[src/sv/ascii_decimal_to_fixed_point_core_macros.svh]
// assertion macros for the ascii decimal to fixed point core
`ifndef ASCII_DECIMAL_TO_FIXED_POINT_CORE_MACROS_SVH
`define ASCII_DECIMAL_TO_FIXED_POINT_CORE_MACROS_SVH

// same-cycle implication, disabled during reset
`define ADFP_ASSERT_NOW(label, ante, cons, msg) \
   label: assert property (@(posedge clock) disable iff (reset) (ante) |-> (cons)) \
      else $error(msg);

// next-cycle implication, disabled during reset
`define ADFP_ASSERT_NEXT(label, ante, cons, msg) \
   label: assert property (@(posedge clock) disable iff (reset) (ante) |=> (cons)) \
      else $error(msg);

`endif

[src/sv/adfp_pkg.sv]
// shared types, character codes and helpers for the decimal to fixed point core
package adfp_pkg;

   localparam int OUT_W = 48;

   localparam logic [7:0] CHAR_TAB   = 8'd9;
   localparam logic [7:0] CHAR_CR    = 8'd13;
   localparam logic [7:0] CHAR_SPACE = 8'd32;
   localparam logic [7:0] CHAR_PLUS  = 8'd43;
   localparam logic [7:0] CHAR_MINUS = 8'd45;
   localparam logic [7:0] CHAR_DOT   = 8'd46;
   localparam logic [7:0] CHAR_ZERO  = 8'd48;
   localparam logic [7:0] CHAR_NINE  = 8'd57;

   typedef enum logic [2:0] {
      PH_SPACE,
      PH_PLUS,
      PH_INT,
      PH_FRAC,
      PH_DONE
   } phase_type;

   typedef enum logic [2:0] {
      SEQ_IDLE,
      SEQ_EXEC,
      SEQ_POW,
      SEQ_DIV,
      SEQ_NEG,
      SEQ_OUT
   } seq_type;

   typedef enum logic [1:0] {
      ALU_MAC10,
      ALU_SHSUB,
      ALU_NEG
   } alu_op_type;

   typedef struct packed {
      alu_op_type op;
      logic [3:0] digit;
   } alu_ctl_type;

   function automatic logic [63:0] pow10(input int n);
      logic [63:0] p;
      p = 64'd1;
      for (int i = 0; i < n; i++) begin
         p = p * 64'd10;
      end
      return p;
   endfunction

endpackage

[src/sv/adfp_alu.sv]
// shared arithmetic unit: times ten plus digit, shift and subtract, negate
module adfp_alu #(
   parameter int W = 64
) (
   input  adfp_pkg::alu_ctl_type ctl,
   input  logic [W-1:0]          opa,
   input  logic [W-1:0]          opb,
   output logic [W-1:0]          res,
   output logic                  borrow
);
   import adfp_pkg::*;

   logic [W:0] diff;

   always_comb begin
      diff   = '0;
      res    = '0;
      borrow = 1'b0;
      case (ctl.op)
         ALU_MAC10: begin
            res = (opa << 3) + (opa << 1) + W'(ctl.digit);
         end
         ALU_SHSUB: begin
            diff   = {1'b0, opa << 1} - {1'b0, opb};
            res    = diff[W-1:0];
            borrow = diff[W];
         end
         ALU_NEG: begin
            res = W'(0) - opa;
         end
         default: begin
            res = '0;
         end
      endcase
   end

endmodule

[src/sv/ascii_decimal_to_fixed_point_core.sv]
// top level: decimal string parser producing a signed fixed-point value
// each character is taken while idle, then parsed by an exec step through the shared unit
// after the last character, n times-ten steps build 10^n (n = kept fraction digits),
// then FRAC_BITS restoring division steps and one negate step form the response
// the single shared adder sets the rate; one character in flight, not ready meanwhile
// reset: synchronous, active high; returns to idle with an empty parse state
`include "ascii_decimal_to_fixed_point_core_macros.svh"

module ascii_decimal_to_fixed_point_core #(
   parameter int INT_BITS        = 32,
   parameter int FRAC_BITS       = 16,
   parameter int MAX_FRAC_DIGITS = 9
) (
   input  logic        clock,
   input  logic        reset,
   input  logic        req_tvalid,
   output logic        req_tready,
   input  logic [7:0]  req_tdata,   // [7:0] char_code
   input  logic        req_tlast,   // end_of_string
   output logic        rsp_tvalid,
   input  logic        rsp_tready,
   output logic [47:0] rsp_tdata,   // [47:0] value
   output logic [0:0]  rsp_tuser    // [0] overflow
);
   import adfp_pkg::*;

   localparam int IW = (INT_BITS - 1 < 47 - FRAC_BITS) ? INT_BITS - 1 : 47 - FRAC_BITS;
   localparam int DW = $clog2(pow10(MAX_FRAC_DIGITS));
   localparam int CW = $clog2(MAX_FRAC_DIGITS + 1);
   localparam int SW = $clog2(FRAC_BITS);
   localparam int UA = (IW + 4 > DW + 1) ? IW + 4 : DW + 1;
   localparam int UW = (UA > OUT_W) ? UA : OUT_W;

   function automatic logic is_digit(input logic [7:0] c);
      return (c >= CHAR_ZERO) && (c <= CHAR_NINE);
   endfunction

   function automatic logic is_space(input logic [7:0] c);
      return (c == CHAR_SPACE) || ((c >= CHAR_TAB) && (c <= CHAR_CR));
   endfunction

   seq_type        state_ff, state_in;
   phase_type      phase_ff, phase_in;
   logic           neg_ff, neg_in;
   logic           sat_ff, sat_in;
   logic [IW-1:0]  int_ff, int_in;
   logic [DW-1:0]  frac_ff, frac_in;       // fraction digits, then division remainder
   logic [CW-1:0]  cnt_ff, cnt_in;
   logic [CW-1:0]  pow_cnt_ff, pow_cnt_in;
   logic [SW-1:0]  step_ff, step_in;
   logic [7:0]     char_ff, char_in;
   logic           last_ff, last_in;
   logic [DW-1:0]  den_ff, den_in;
   logic [FRAC_BITS-1:0] q_ff, q_in;
   logic [OUT_W-1:0]     value_ff, value_in;

   alu_ctl_type    alu_ctl;
   logic [UW-1:0]  alu_a, alu_b, alu_res;
   logic           alu_borrow;
   logic           int_add, frac_add;
   logic [UW-1:0]  mag;
   logic [DW:0]    rem_shift;

   adfp_alu #(.W(UW)) u_alu (
      .ctl    (alu_ctl),
      .opa    (alu_a),
      .opb    (alu_b),
      .res    (alu_res),
      .borrow (alu_borrow)
   );

   assign mag       = (UW'(int_ff) << FRAC_BITS) | UW'(q_ff);
   assign rem_shift = {frac_ff, 1'b0};

   // next state
   always_comb begin
      state_in = state_ff;
      case (state_ff)
         SEQ_IDLE: begin
            if (req_tvalid) state_in = SEQ_EXEC;
         end
         SEQ_EXEC: begin
            state_in = last_ff ? SEQ_POW : SEQ_IDLE;
         end
         SEQ_POW: begin
            if (pow_cnt_ff == cnt_ff) state_in = SEQ_DIV;
         end
         SEQ_DIV: begin
            if (step_ff == '0) state_in = SEQ_NEG;
         end
         SEQ_NEG: begin
            state_in = SEQ_OUT;
         end
         SEQ_OUT: begin
            if (rsp_tready) state_in = SEQ_IDLE;
         end
         default: begin
            state_in = SEQ_IDLE;
         end
      endcase
   end

   // parse step classification of the held character
   always_comb begin
      int_add  = 1'b0;
      frac_add = 1'b0;
      phase_in = phase_ff;
      neg_in   = neg_ff;
      case (phase_ff)
         PH_SPACE: begin
            if (is_space(char_ff)) begin
               phase_in = PH_SPACE;
            end else if (char_ff == CHAR_PLUS) begin
               phase_in = PH_PLUS;
            end else if (char_ff == CHAR_MINUS) begin
               neg_in   = 1'b1;
               phase_in = PH_INT;
            end else if (is_digit(char_ff)) begin
               int_add  = 1'b1;
               phase_in = PH_INT;
            end else if (char_ff == CHAR_DOT) begin
               phase_in = PH_FRAC;
            end else begin
               phase_in = PH_DONE;
            end
         end
         PH_PLUS: begin
            if (is_digit(char_ff)) begin
               int_add  = 1'b1;
               phase_in = PH_INT;
            end else begin
               phase_in = PH_DONE;
            end
         end
         PH_INT: begin
            if (is_digit(char_ff)) begin
               int_add = 1'b1;
            end else if (char_ff == CHAR_DOT) begin
               phase_in = PH_FRAC;
            end else begin
               phase_in = PH_DONE;
            end
         end
         PH_FRAC: begin
            if (is_digit(char_ff)) begin
               frac_add = 1'b1;
            end else begin
               phase_in = PH_DONE;
            end
         end
         default: begin
            phase_in = PH_DONE;
         end
      endcase
   end

   // datapath and handshake outputs
   always_comb begin
      req_tready = 1'b0;
      alu_ctl    = '{op: ALU_MAC10, digit: 4'd0};
      alu_a      = '0;
      alu_b      = '0;
      sat_in     = sat_ff;
      int_in     = int_ff;
      frac_in    = frac_ff;
      cnt_in     = cnt_ff;
      pow_cnt_in = pow_cnt_ff;
      step_in    = step_ff;
      char_in    = char_ff;
      last_in    = last_ff;
      den_in     = den_ff;
      q_in       = q_ff;
      value_in   = value_ff;
      case (state_ff)
         SEQ_IDLE: begin
            req_tready = 1'b1;
            char_in    = req_tdata;
            last_in    = req_tlast;
         end
         SEQ_EXEC: begin
            alu_ctl = '{op: ALU_MAC10, digit: char_ff[3:0]};
            alu_a   = frac_add ? UW'(frac_ff) : UW'(int_ff);
            if (int_add && !sat_ff) begin
               // anything past IW bits means the integer part saturates
               if (alu_res[UW-1:IW] != '0) begin
                  int_in = '1;
                  sat_in = 1'b1;
               end else begin
                  int_in = alu_res[IW-1:0];
               end
            end
            if (frac_add && (cnt_ff < CW'(MAX_FRAC_DIGITS))) begin
               frac_in = alu_res[DW-1:0];
               cnt_in  = cnt_ff + CW'(1);
            end
            den_in     = DW'(1);
            pow_cnt_in = '0;
         end
         SEQ_POW: begin
            alu_ctl = '{op: ALU_MAC10, digit: 4'd0};
            alu_a   = UW'(den_ff);
            if (pow_cnt_ff != cnt_ff) begin
               den_in     = alu_res[DW-1:0];
               pow_cnt_in = pow_cnt_ff + CW'(1);
            end else begin
               step_in = SW'(FRAC_BITS - 1);
            end
         end
         SEQ_DIV: begin
            // restoring division, one quotient bit per cycle
            alu_ctl = '{op: ALU_SHSUB, digit: 4'd0};
            alu_a   = UW'(frac_ff);
            alu_b   = UW'(den_ff);
            frac_in = alu_borrow ? rem_shift[DW-1:0] : alu_res[DW-1:0];
            q_in    = {q_ff[FRAC_BITS-2:0], ~alu_borrow};
            step_in = step_ff - SW'(1);
         end
         SEQ_NEG: begin
            alu_ctl  = '{op: ALU_NEG, digit: 4'd0};
            alu_a    = mag;
            value_in = neg_ff ? alu_res[OUT_W-1:0] : mag[OUT_W-1:0];
         end
         SEQ_OUT: begin
            if (rsp_tready) begin
               sat_in  = 1'b0;
               int_in  = '0;
               frac_in = '0;
               cnt_in  = '0;
            end
         end
         default: begin
            req_tready = 1'b0;
         end
      endcase
   end

   always_ff @(posedge clock) begin
      if (reset) begin
         state_ff <= SEQ_IDLE;
         phase_ff <= PH_SPACE;
         neg_ff   <= 1'b0;
         sat_ff   <= 1'b0;
         int_ff   <= '0;
         frac_ff  <= '0;
         cnt_ff   <= '0;
      end else begin
         state_ff <= state_in;
         sat_ff   <= sat_in;
         int_ff   <= int_in;
         frac_ff  <= frac_in;
         cnt_ff   <= cnt_in;
         if (state_ff == SEQ_EXEC) begin
            phase_ff <= phase_in;
            neg_ff   <= neg_in;
         end else if ((state_ff == SEQ_OUT) && rsp_tready) begin
            phase_ff <= PH_SPACE;
            neg_ff   <= 1'b0;
         end
      end
   end

   always_ff @(posedge clock) begin
      char_ff    <= char_in;
      last_ff    <= last_in;
      den_ff     <= den_in;
      pow_cnt_ff <= pow_cnt_in;
      step_ff    <= step_in;
      q_ff       <= q_in;
      value_ff   <= value_in;
   end

   assign rsp_tvalid   = (state_ff == SEQ_OUT);
   assign rsp_tdata    = value_ff;
   assign rsp_tuser[0] = sat_ff;

   `ADFP_ASSERT_NOW(a_no_overlap, rsp_tvalid, !req_tready, "request taken while response pending")
   `ADFP_ASSERT_NOW(a_sat_max, sat_ff, int_ff == '1, "saturated integer part not at maximum")
   `ADFP_ASSERT_NOW(a_cnt_max, 1'b1, cnt_ff <= CW'(MAX_FRAC_DIGITS), "fraction digit count too high")
   `ADFP_ASSERT_NEXT(a_clear, rsp_tvalid && rsp_tready,
      (phase_ff == PH_SPACE) && !sat_ff && (cnt_ff == '0), "parse state not cleared")

endmodule
[config.mk]
export PLATFORM = sky130hd
export DESIGN_NAME = ascii_decimal_to_fixed_point_core
export DESIGN_NICKNAME = d
export VERILOG_FILES = /design/src/sv/adfp_pkg.sv /design/src/sv/adfp_alu.sv /design/src/sv/ascii_decimal_to_fixed_point_core.sv
export VERILOG_INCLUDE_DIRS = /design/src /design/src/sv
export SDC_FILE = /design/constraint.sdc
export NUM_CORES = 1
export LEC_CHECK = 0
export BUFFER_PORTS_ARGS = -buffer_cell sky130_fd_sc_hd__buf_2
export CORE_ASPECT_RATIO = 1.25
export CORE_UTILIZATION = 58
export DETAILED_ROUTE_END_ITERATION = 10
export PLACE_DENSITY = 0.79
export SLEW_MARGIN = 20
export SYNTH_ARGS = -nofsm -noshare
export SYNTH_HDL_FRONTEND = slang
export SYNTH_SLANG_ARGS = --single-unit
[constraint.sdc]
create_clock -name clock -period 6.23 [get_ports clock]
set_input_delay 0.3115 -clock clock [delete_from_list [all_inputs] [get_ports clock]]
set_output_delay 0.3115 -clock clock [all_outputs]
set_load 0.03 [all_outputs]
# --- Yosys cells after proc, flatten, opt, wreduce, memory -nomap -nowiden ---
# Index checks and enable logic that the tools add are counted.
totals:
  output_inout_bits: 51
  in_bits: 13
  reg_bits: 184
  elab_cells: 144
classes:
  order_cmp: 5
  eq_ne: 31
  n_addsub: 7
  mux: 58
  bitwise_logic: 2
  reduce_logical: 27
ops:
  columns: ["op", "count"]
  rows:
  - ["47-bit one-hot mux with 4 select lines", 1]
  - ["30-bit 2-to-1 mux", 5]
  - ["48-bit one-hot mux with 3 select lines", 1]
  - ["31-bit 2-to-1 mux", 4]
  - ["30-bit one-hot mux with 3 select lines", 1]
  - ["31-bit one-hot mux with 2 select lines", 1]
  - ["30-bit one-hot mux with 2 select lines", 1]
  - ["48-bit by 30-bit subtractor with 49-bit output", 1]
  - ["48-bit by 4-bit adder with 48-bit output", 1]
  - ["48-bit adder", 1]
  - ["48-bit 2-to-1 mux", 1]
  - ["1-bit by 47-bit subtractor with 48-bit output, first input constant", 1]
  - ["47-bit by 16-bit bitwise OR with 47-bit output", 1]
  - ["3-bit 2-to-1 mux", 14]
  - ["8-bit by 6-bit equality test with 1-bit output, second input constant", 4]
  - ["4-bit one-hot mux with 2 select lines", 3]
  - ["2-bit inequality test, second input constant", 11]
  - ["3-bit one-hot mux with 6 select lines", 1]
  - ["6-bit one-hot mux with 3 select lines", 1]
  - ["17-bit nonzero test", 1]
  - ["1-bit 2-to-1 mux", 16]
  - ["4-bit 2-to-1 mux", 4]
  - ["3-bit by 2-bit equality test with 1-bit output, second input constant", 4]
  - ["3-bit one-hot mux with 4 select lines", 1]
  - ["31 further kinds", 50]

# --- Logic depth before layout (Yosys ltp) ---
# Gate-level depths: netlist of run 1.
logic_depth:
  depth_word: 13
  depth_mapped: 26

# --- Modules after synthesis ---
# From an unflattened synthesis of run 1, not the netlist that was laid out.
unflattened:
  hier_cells: 1975
  area_unflattened_um2: 16758.6
modules_own_cells:
  columns: ["mod", "area_per_inst_um2", "cells_each", "n_inst"]
  rows:
  - ["ascii_decimal_to_fixed_point_core", 9317.7, 879, 1]
  - ["adfp_alu", 7440.9, 1096, 1]

# --- Worst setup path after synthesis of run 1 ---
# OpenSTA, ideal clock, no wires.
synth_path:
  path_type: "flip-flop to flip-flop"
  from: "register state_ff[1]"
  to: "register sat_ff, in the netlist rsp_tuser"
  slack_ns: 0.101
  path_stages_with_launch: 27
  synth_period_minus_slack_ns: 6.129
  arrival_time_ns: 5.999
  required_time_ns: 6.100
  cell_sequence: "dfxtp_1 -> nor2b_1 -> buf_6 -> nand2_8 -> inv_2 -> buf_6 -> clkbuf_1 -> clkbuf_1 -> buf_1 -> clkbuf_1 -> clkbuf_1 -> nand2_1 -> ha_1 -> clkbuf_1 -> nand4_1 -> or2_2 -> a21oi_1 -> or3b_2 -> o221ai_1 -> and2_1 -> clkbuf_1 -> a211oi_1 -> o2111ai_1 -> or4_4 -> nor4_4 -> buf_4 -> a31oi_1"
synth_via:
  elab_chain_len: 8
synth_rtl:
  columns: ["item", "line", "source"]
  rows:
  - ["start, declared", "ascii_decimal_to_fixed_point_core.sv:42", "seq_type state_ff, state_in;"]
  - ["start signal, assigned", "ascii_decimal_to_fixed_point_core.sv:247", "state_ff <= state_in;"]
  - ["3-bit equality test, or another cell as far along", "ascii_decimal_to_fixed_point_core.sv:174", "case (state_ff)"]
  - ["47-bit one-hot mux with 4 select lines", "ascii_decimal_to_fixed_point_core.sv:174", null]
  - ["48-bit adder", "adfp_alu.sv:21", "res = (opa << 3) + (opa << 1) + W'(ctl.digit);"]
  - ["48-bit by 4-bit adder with 48-bit output", "adfp_alu.sv:21", null]
  - ["48-bit one-hot mux with 3 select lines", "adfp_alu.sv:19", "case (ctl.op)"]
  - ["17-bit nonzero test", "ascii_decimal_to_fixed_point_core.sv:185", "if (alu_res[UW-1:IW] != '0) begin"]
  - ["2-bit inequality test (no line)", null, null]
  - ["4-bit AND reduction (no line)", null, null]
  - ["end signal, assigned", "ascii_decimal_to_fixed_point_core.sv:248", "sat_ff <= sat_in;"]
  - ["end, declared", "ascii_decimal_to_fixed_point_core.sv:45", "logic sat_ff, sat_in;"]
# Several ways; a longest one is shown, not always the timed one.
# A chain may end at the register's enable or synchronous reset.

# --- Final worst setup path of run 1 ---
layout_path:
  from: "register char_ff[6]"
  to: "register frac_ff[19]"
layout_via:
  elab_chain_len: 11
layout_rtl:
  columns: ["item", "line", "source"]
  rows:
  - ["start, declared", "ascii_decimal_to_fixed_point_core.sv:51", "logic [7:0] char_ff, char_in;"]
  - ["start signal, assigned", "ascii_decimal_to_fixed_point_core.sv:263", "char_ff <= char_in;"]
  - ["8-bit by 6-bit greater-or-equal comparator with 1-bit output or 8-bit by 6-bit less-or-equal comparator with 1-bit output (tied branches)", "ascii_decimal_to_fixed_point_core.sv:35", "return (c >= CHAR_ZERO) && (c <= CHAR_NINE);"]
  - ["1-bit logical AND *", "ascii_decimal_to_fixed_point_core.sv:35", null]
  - ["1-bit 2-to-1 mux *", "ascii_decimal_to_fixed_point_core.sv:145", "if (is_digit(char_ff)) begin"]
  - ["1-bit 2-to-1 mux *", "ascii_decimal_to_fixed_point_core.sv:109", "case (phase_ff)"]
  - ["31-bit 2-to-1 mux", "ascii_decimal_to_fixed_point_core.sv:182", "alu_a = frac_add ? UW'(frac_ff) : UW'(int_ff);"]
  - ["47-bit one-hot mux with 4 select lines", "ascii_decimal_to_fixed_point_core.sv:174", null]
  - ["48-bit adder", "adfp_alu.sv:21", null]
  - ["48-bit by 4-bit adder with 48-bit output", "adfp_alu.sv:21", null]
  - ["48-bit one-hot mux with 3 select lines", "adfp_alu.sv:19", null]
  - ["30-bit 2-to-1 mux (on tied branches)", "ascii_decimal_to_fixed_point_core.sv:214, ascii_decimal_to_fixed_point_core.sv:192", null]
  - ["30-bit one-hot mux with 3 select lines", "ascii_decimal_to_fixed_point_core.sv:174", null]
  - ["end signal, assigned", "ascii_decimal_to_fixed_point_core.sv:250", "frac_ff <= frac_in;"]
  - ["end, declared", "ascii_decimal_to_fixed_point_core.sv:47", "logic [DW-1:0] frac_ff, frac_in;"]
# Every way passes the cells marked *; elsewhere a longest branch is shown, timed or not. The select of a mux whose other input is x is not followed.

==> run_results.csv, run 1 <==
group,metric,value,unit
outcome,status,"finished clean",
place,place.gp.congestion,1.04,
sta,fin_skew,0.0137,ns
sta,setup_viol,0,
global_routing,antenna_found_initial,8,
detailed_routing,drc_errors,0,
die,io_pins,64,
detailed_routing,drt-initial-drc-count,1659,
synthesis,ys_seq_area_share,30.3,%
worst_setup_path,crit_required,6.50,ns
finish,multi_input_area,10400,um2
sta,setup_slack,0.193,ns
finish,final_layout_size_suffix_gt1_share,14.7,%
finish,fill_cells,2289,
clock_tree,max-clock-path-buffers,2,
clock_tree,insertion_delay,0.44,ns
synthesis,synth_nets,2033,
place,pre_cts_ws,0.0153,ns
power_and_ir_drop,peakVddDrop,0.281,mV
synthesis,synth-async-reset-ratio,0,%
sta,maxSlewViolCount,0,
worst_setup_path,critPathMaxFanout,29,
sta,hold_viol,0,
power_and_ir_drop,totalPowerFinal,8190,uW
detailed_routing,wl_per_cell,25.7,um
detailed_routing,via_count,16374,
hold_path,hp-class,"in -> reg",
synthesis,yosysTopAreaCellShare,21.1,%
die,rows,67,
synthesis,synth.avg_cell_area,8.36,um2
finish,final_nets,2133,
worst_setup_path,worstSetupStartpointType,"flop",
detailed_routing,ant_nets,0,
finish,regArea,4800,um2
place,dpl.cell_count,2315,
worst_setup_path,arrival,6.31,ns
worst_setup_path,r2r_start,"char_ff[6]",
synthesis,synth_cell_types,90,
global_routing,grt_max_degree,92,
clock_tree,cts_buffers,17,
power_and_ir_drop,p_leak,0.00777,uW
die,core_area,26800,um2
clock_tree,h-tree-depth,4,
worst_setup_path,cp-end-kind,"flop",
clock_tree,clkTransAtPathRegs,0.08,ns
place,portBuffers,63,
clock_tree,cts.sinks,184,
worst_setup_path,crit_start,"char_ff[6]",
die,initial_core_util,59.0,%
sta,worstMarginPinSlew,1.25,ns
global_routing,grtUsageTotal,43.9,%
finish,stdcell_count,2356,
synthesis,syn-cell-area,15800,um2
sta,hold_ws,0.0362,ns
finish,postLayoutCoreUtil,66.7,%
detailed_routing,dr.pass1.iters,7,
die,die_y,187,um
synthesis,syn_inst,1893,
synthesis,synthFlopType,"edfxtp_1",
global_routing,grt_pass1_wl,91900,um
synthesis,synth_warnings,0,
sta,min_period,6.04,ns
detailed_routing,routed_wl,60700,um
run,cap_violations,0,
sta,max_freq,166,MHz
global_routing,grt_pass1_vias,15957,
clock_tree,cts_tree,"built",
hold_path,hold_start,"req_tdata[0]",
global_routing,overflow,0,
synthesis,ys_top_cells_by_area,"edfxtp_1, ha_1, dfxtp_1",
power_and_ir_drop,p_per_area,457,nW/um2
synthesis,synth_edf_count,111,
die,dieArea,27900,um2
synthesis,ys_seq_elements,184,
clock_tree,postCtsHoldBufs,0,
die,die-width,150,um
finish,syn_to_final_growth,13.2,%
clock_tree,cts-root-buf,"clkbuf_16",
place,post-dp-hpwl,44500,um
sta,period_share,96.9,%
sta,relSlewSlack,15.7,%
worst_setup_path,critPathKind,"reg -> reg",
synthesis,synth_top_cell_by_area,"edfxtp_1",
detailed_routing,vias_per_cell,6.95,
==> sequential cells by signal, summed over array words and instances (netlist names) <==
signal / count
step_ff: 4
rsp_tdata: 48
neg_ff: 1
int_ff: 31
den_ff: 30
pow_cnt_ff: 4
frac_ff: 30
q_ff: 16
cnt_ff: 4
rsp_tuser: 1
last_ff: 1
char_ff: 8
state_ff: 3
phase_ff: 3
==> cell type report <==
cell class,instances,area share (%)
Multi-Input combinational cell,1533,58.2
Antenna cell,5,0.0699
Clock buffer,18,2.45
Clock inverter,14,0.916
Sequential cell,184,26.8
Timing Repair Buffer,203,8.02
Tap cell,345,2.41
Inverter,54,1.14
==> repair_timing <==
action | in CTS | in global routing
buffers inserted | 0 | 3
cloned | 0 | 1
pin swaps | 0 | 6
resized for setup | 1 | 13
setup endpoints to repair | 31 | 32
==> worst max-delay path, stage by stage (launching register included) <==
cell and delay, ns:
edfxtp_1 0.41, and4bb_2 0.38, a31oi_2 0.14, buf_4 0.24
a221oi_1 0.47, inv_1 0.17, buf_4 0.18, ha_1 0.24
or4_1 0.54, o211ai_1 0.39, a21oi_1 0.14, or3b_2 0.54
o221ai_1 0.33, and2_1 0.35, buf_4 0.38, inv_1 0.11
nand2_1 0.13, buf_4 0.27, a2bb2oi_1 0.30, a211oi_1 0.14
==> cell usage after synthesis, types with 10 or more instances <==
cell,count
nor2b_1,12
o22ai_1,19
a211oi_1,59
o21ai_0,85
a2bb2oi_1,12
and3_1,60
nand2b_1,19
ha_1,124
a22oi_1,13
a21o_1,40
edfxtp_1,111
o211ai_1,20
buf_1,12
nand3b_1,12
xnor2_1,63
and2_1,17
inv_1,52
dfxtp_1,73
nor4bb_1,27
nor3_1,40
xor2_1,43
nand4_1,19
nand3_1,36
nand2_1,150
o21a_1,16
or3_1,10
clkbuf_1,95
a221o_1,12
a211o_1,13
nor2_1,205
a31oi_1,19
mux2i_1,21
a221oi_1,22
nor4_1,14
a21oi_1,187
==> stage by stage <==
stage	TNS, ns	area, um2
after floorplan	0	15800
after global placement	0	17200
after detailed placement	0	17200
after CTS	0	17800
after global routing	-0.0645	17900
final	0	17900
==> per-layer routing <==
layer | vias up | wire length, um | GRT usage [%]
li1 | 7352 | - | -
met1 | 7636 | 20300 | 45.9
met2 | 1007 | 28700 | 72.0
met3 | 375 | 5450 | 12.0
met4 | 4 | 6210 | 38.0
met5 | - | 30 | 0
==> power breakdown <==
group / leakage (uW) / switching, uW / total, uW / internal, uW
Combinational: 0.00584 / 3360 / 5360 / 2010
Sequential: 0.00164 / 154 / 1700 / 1540
Clock: 0.000293 / 569 / 1130 / 558
==> cells in the final DEF, fill, tap and decap left out, drive strengths merged, types with 21 or more instances in the layout <==
master | netlist | routed
and3 | 60 | 60
mux2i | 21 | 21
a21o | 40 | 40
nand2 | 152 | 152
a21oi | 187 | 187
dfxtp | 73 | 73
nor3 | 41 | 41
xnor2 | 63 | 63
nor2 | 205 | 205
ha | 124 | 124
o21ai | 87 | 87
nand3 | 36 | 36
xor2 | 43 | 43
nor4bb | 27 | 27
a221oi | 25 | 25
inv | 53 | 62
edfxtp | 111 | 111
a211oi | 59 | 59
buf | 27 | 202
==> cell families (layout without fill, tap and decap cells) <==
| logic type | after synthesis | count (layout) | synth area share [%] |
|---|---|---|---|
| muxes | 26 | 26 | 1.68 |
| other | 0 | 5 | 0 |
| AOI/OAI and AO/OA | 600 | 600 | 25.1 |
| buffers and inverters | 176 | 289 | 4.44 |
| adders and majority gates | 127 | 127 | 10.2 |
| and+or+nand+nor | 674 | 674 | 22.4 |
| xor gates and xnor gates | 106 | 106 | 5.87 |
| DFF | 184 | 184 | 30.3 |
==> path summary, 6_finish.rpt <==
kind         slack, ns  cells after the start          end
max               0.19                     19  frac_ff[19]
min               0.04                      1   char_ff[0]
max reg2reg       0.19                     19  frac_ff[19]
min reg2reg       0.48                      0     q_ff[13]
No activity file was read; power rests on OpenSTA's default activity.
==> inputs of run 2 (changes only) <==
Settings changed: CORE_ASPECT_RATIO 1.25 to 0.9, PLACE_DENSITY 0.79 to 0.78, SYNTH_HIERARCHICAL set to 1.
==> run 2 against run 1 <==
Effect of this change:
- sequential power shrank 8%
- critical endpoint is now rsp_tuser
- cell count grew 6.3%
- die area grew 5.9%
- register-to-register slack is essentially flat
- setup slack lost 0.0074 ns
==> run_results.csv, run 2 <==
group,metric,value,unit
outcome,status,"finished clean",
sta,hold_viol,0,
power_and_ir_drop,p_per_area,346,nW/um2
hold_path,hp-class,"in -> reg",
detailed_routing,routed_wl,55800,um
worst_setup_path,crit_start,"char_ff[6]",
global_routing,antenna_found_initial,1,
detailed_routing,via_count,16538,
place,portBuffers,63,
finish,postLayoutCoreUtil,69.1,%
finish,largest_reg_flops,48,
finish,final_cell_mix,"buf_4, nand2_1, nor2_1",
finish,diodes,0,
synthesis,synth_top_cell_by_area,"edfxtp_1",
die,rows,58,
sta,max_freq,165,MHz
synthesis,synth-async-reset-ratio,0,%
worst_setup_path,arrival,6.38,ns
die,core_area,28200,um2
detailed_routing,ant_nets,0,
worst_setup_path,r2r_start,"char_ff[6]",
die,dieArea,29600,um2
finish,final_layout_size_suffix_gt1_share,20.4,%
clock_tree,h-tree-depth,4,
power_and_ir_drop,p_leak,0.00845,uW
synthesis,synth_cell_types,86,
global_routing,grt_pass1_vias,15580,
synthesis,syn-cell-area,16800,um2
worst_setup_path,cp-end-kind,"flop",
clock_tree,insertion_delay,0.44,ns
synthesis,ys_seq_area_share,28.6,%
power_and_ir_drop,p_switching,3000,uW
power_and_ir_drop,totalPowerFinal,6730,uW
clock_tree,cts_buffers,17,
global_routing,overflow,0,
worst_setup_path,critPathKind,"reg -> reg",
clock_tree,cts-root-buf,"clkbuf_16",
detailed_routing,drt-initial-drc-count,1963,
synthesis,synthTopCellsByCount,"nor2_1, nand2_1, ha_1",
synthesis,ys_top_cells_by_area,"edfxtp_1, ha_1, dfxtp_1",
sta,worstMarginPinSlew,1.02,ns
finish,final_nets,2290,
clock_tree,postCtsHoldBufs,0,
synthesis,ys_seq_elements,184,
sta,maxSlewViolCount,0,
power_and_ir_drop,clockPowerShare,17.2,%
global_routing,grt_max_degree,72,
clock_tree,clkTransAtPathRegs,0.07,ns
clock_tree,max-clock-path-buffers,2,
worst_setup_path,path_common_cell,"buf_4",
synthesis,yosysTopAreaCellShare,19.9,%
synthesis,syn_inst,1975,
synthesis,synth.avg_cell_area,8.49,um2
sta,fin_skew,0.0139,ns
sta,setup_viol,0,
clock_tree,cts_tree,"built",
synthesis,synth_edf_count,111,
die,die-width,181,um
worst_setup_path,critical-path-slowest-cell,"fa_1",
sta,period_share,97.0,%
power_and_ir_drop,p_seq_share,23.4,%
worst_setup_path,critPathMaxStageDelay,0.49,ns
synthesis,synth_warnings,6,
power_and_ir_drop,peakVddDrop,0.270,mV
finish,layout_commonest_cell,"buf_4",
worst_setup_path,worstSetupStartpointType,"flop",
finish,syn_to_final_growth,16.1,%
die,die_y,163,um
die,initial_core_util,59.5,%
sta,relSlewSlack,31.4,%
worst_setup_path,critPathMaxFanout,16,
power_and_ir_drop,switching_share,44.5,%
place,post-dp-hpwl,41100,um
finish,fill_cells,2267,
detailed_routing,dr.pass1.iters,6,
place,place.gp.congestion,0.983,
power_and_ir_drop,intPower,3730,uW
clock_tree,cts.sinks,184,
sta,min_period,6.04,ns
die,io_pins,64,
hold_path,hold_start,"req_tdata[6]",
run,cap_violations,0,
detailed_routing,vias_per_cell,6.60,
global_routing,grt_pass1_wl,86100,um
detailed_routing,drc_errors,0,
power_and_ir_drop,combPwrFrac,59.4,%
worst_setup_path,crit_required,6.56,ns
synthesis,yosysMostFrequentCell,"nor2_1",
detailed_routing,wl_per_cell,22.3,um
synthesis,synthFlopType,"edfxtp_1",
global_routing,grtUsageTotal,37.1,%
[run 2: final cells by class]
type,instances,area (um2),area share (%)
inverter,82,308,1.58
clock inverter,13,160,0.823
timing repair buffer,250,1770,9.08
sequential,184,4800,24.7
multi-input combinational,1597,11500,59.2
tap,360,450,2.32
clock buffer,19,464,2.39
[run 2: kinds of logic (layout without fill, tap and decap cells)]
kind of cell | Yosys count | count (layout) | share of synthesized area (%)
AOI/OAI and AO/OA | 543 | 543 | 22.8
xor gates and xnor gates | 135 | 135 | 7.06
adders and majority gates | 145 | 145 | 11.0
buffers and inverters | 212 | 364 | 5.08
DFF | 184 | 184 | 28.6
muxes | 86 | 86 | 5.50
other | 1 | 19 | 0.0224
and+or+nand+nor | 669 | 669 | 19.9
[run 2: critical path, delay by kind of cell (launching register included)]
kind            cells  cell delay [ns]
simple gates        7             1.68
compound gates      9             1.68
buf+inv             7             1.02
fa+ha+maj           2             0.83
flops               1             0.41
mux                 1             0.15
xor+xnor            1             0.14
[run 2: timing repair]
| action | in CTS | in global routing |
|---|---|---|
| endpoints found under the setup margin | 34 | 57 |
| pin swaps | 1 | 9 |
| hold endpoints to repair | 0 | 0 |
| cloned | 0 | 1 |
| buffers inserted | 0 | 2 |
| resized for setup | 15 | 41 |
[run 2: layer usage]
layer / track usage [%] / wire length, um / up-vias / part of all wire (%)
met5: 0 / 0 / - / 0
met4: 18.8 / 2840 / 0 / 5.1
met3: 5.13 / 4630 / 171 / 8.3
met2: 61.8 / 26000 / 875 / 47
met1: 47.1 / 22300 / 7850 / 40
li1: - / - / 7642 / -
[run 2: metrics by stage]
stage	setup slack [ns]	area [um2]	TNS, ns	instances	hold slack (ns)
3_5_place_dp	-0.350	18500	-7.73	2470	0.471
6_report	0.186	19500	0	2505	0.0441
5_1_grt	-0.0849	19500	-0.409	2505	0.0383
3_3_place_gp	-0.309	18500	-6.56	2470	0.459
2_1_floorplan	0.220	16800	0	1993	0.410
4_1_cts	0.125	19200	0	2502	0.0340
[run 2: final timing paths]
path	endpoint	slack, ns	cells after the start
max reg2reg	rsp_tuser	0.19	27
max	rsp_tuser	0.19	27
min	char_ff[6]	0.04	1
min reg2reg	q_ff[13]	0.49	0
[run 2: power groups by stage]
stage | logic, uW | registers, uW | clock network (uW)
global route | 4270 | 1580 | 1200
detailed placement | 3730 | 1590 | 0
finish | 4000 | 1570 | 1160
floorplan | 2530 | 1560 | 0
global placement | 3690 | 1590 | 0
CTS | 3790 | 1570 | 1160
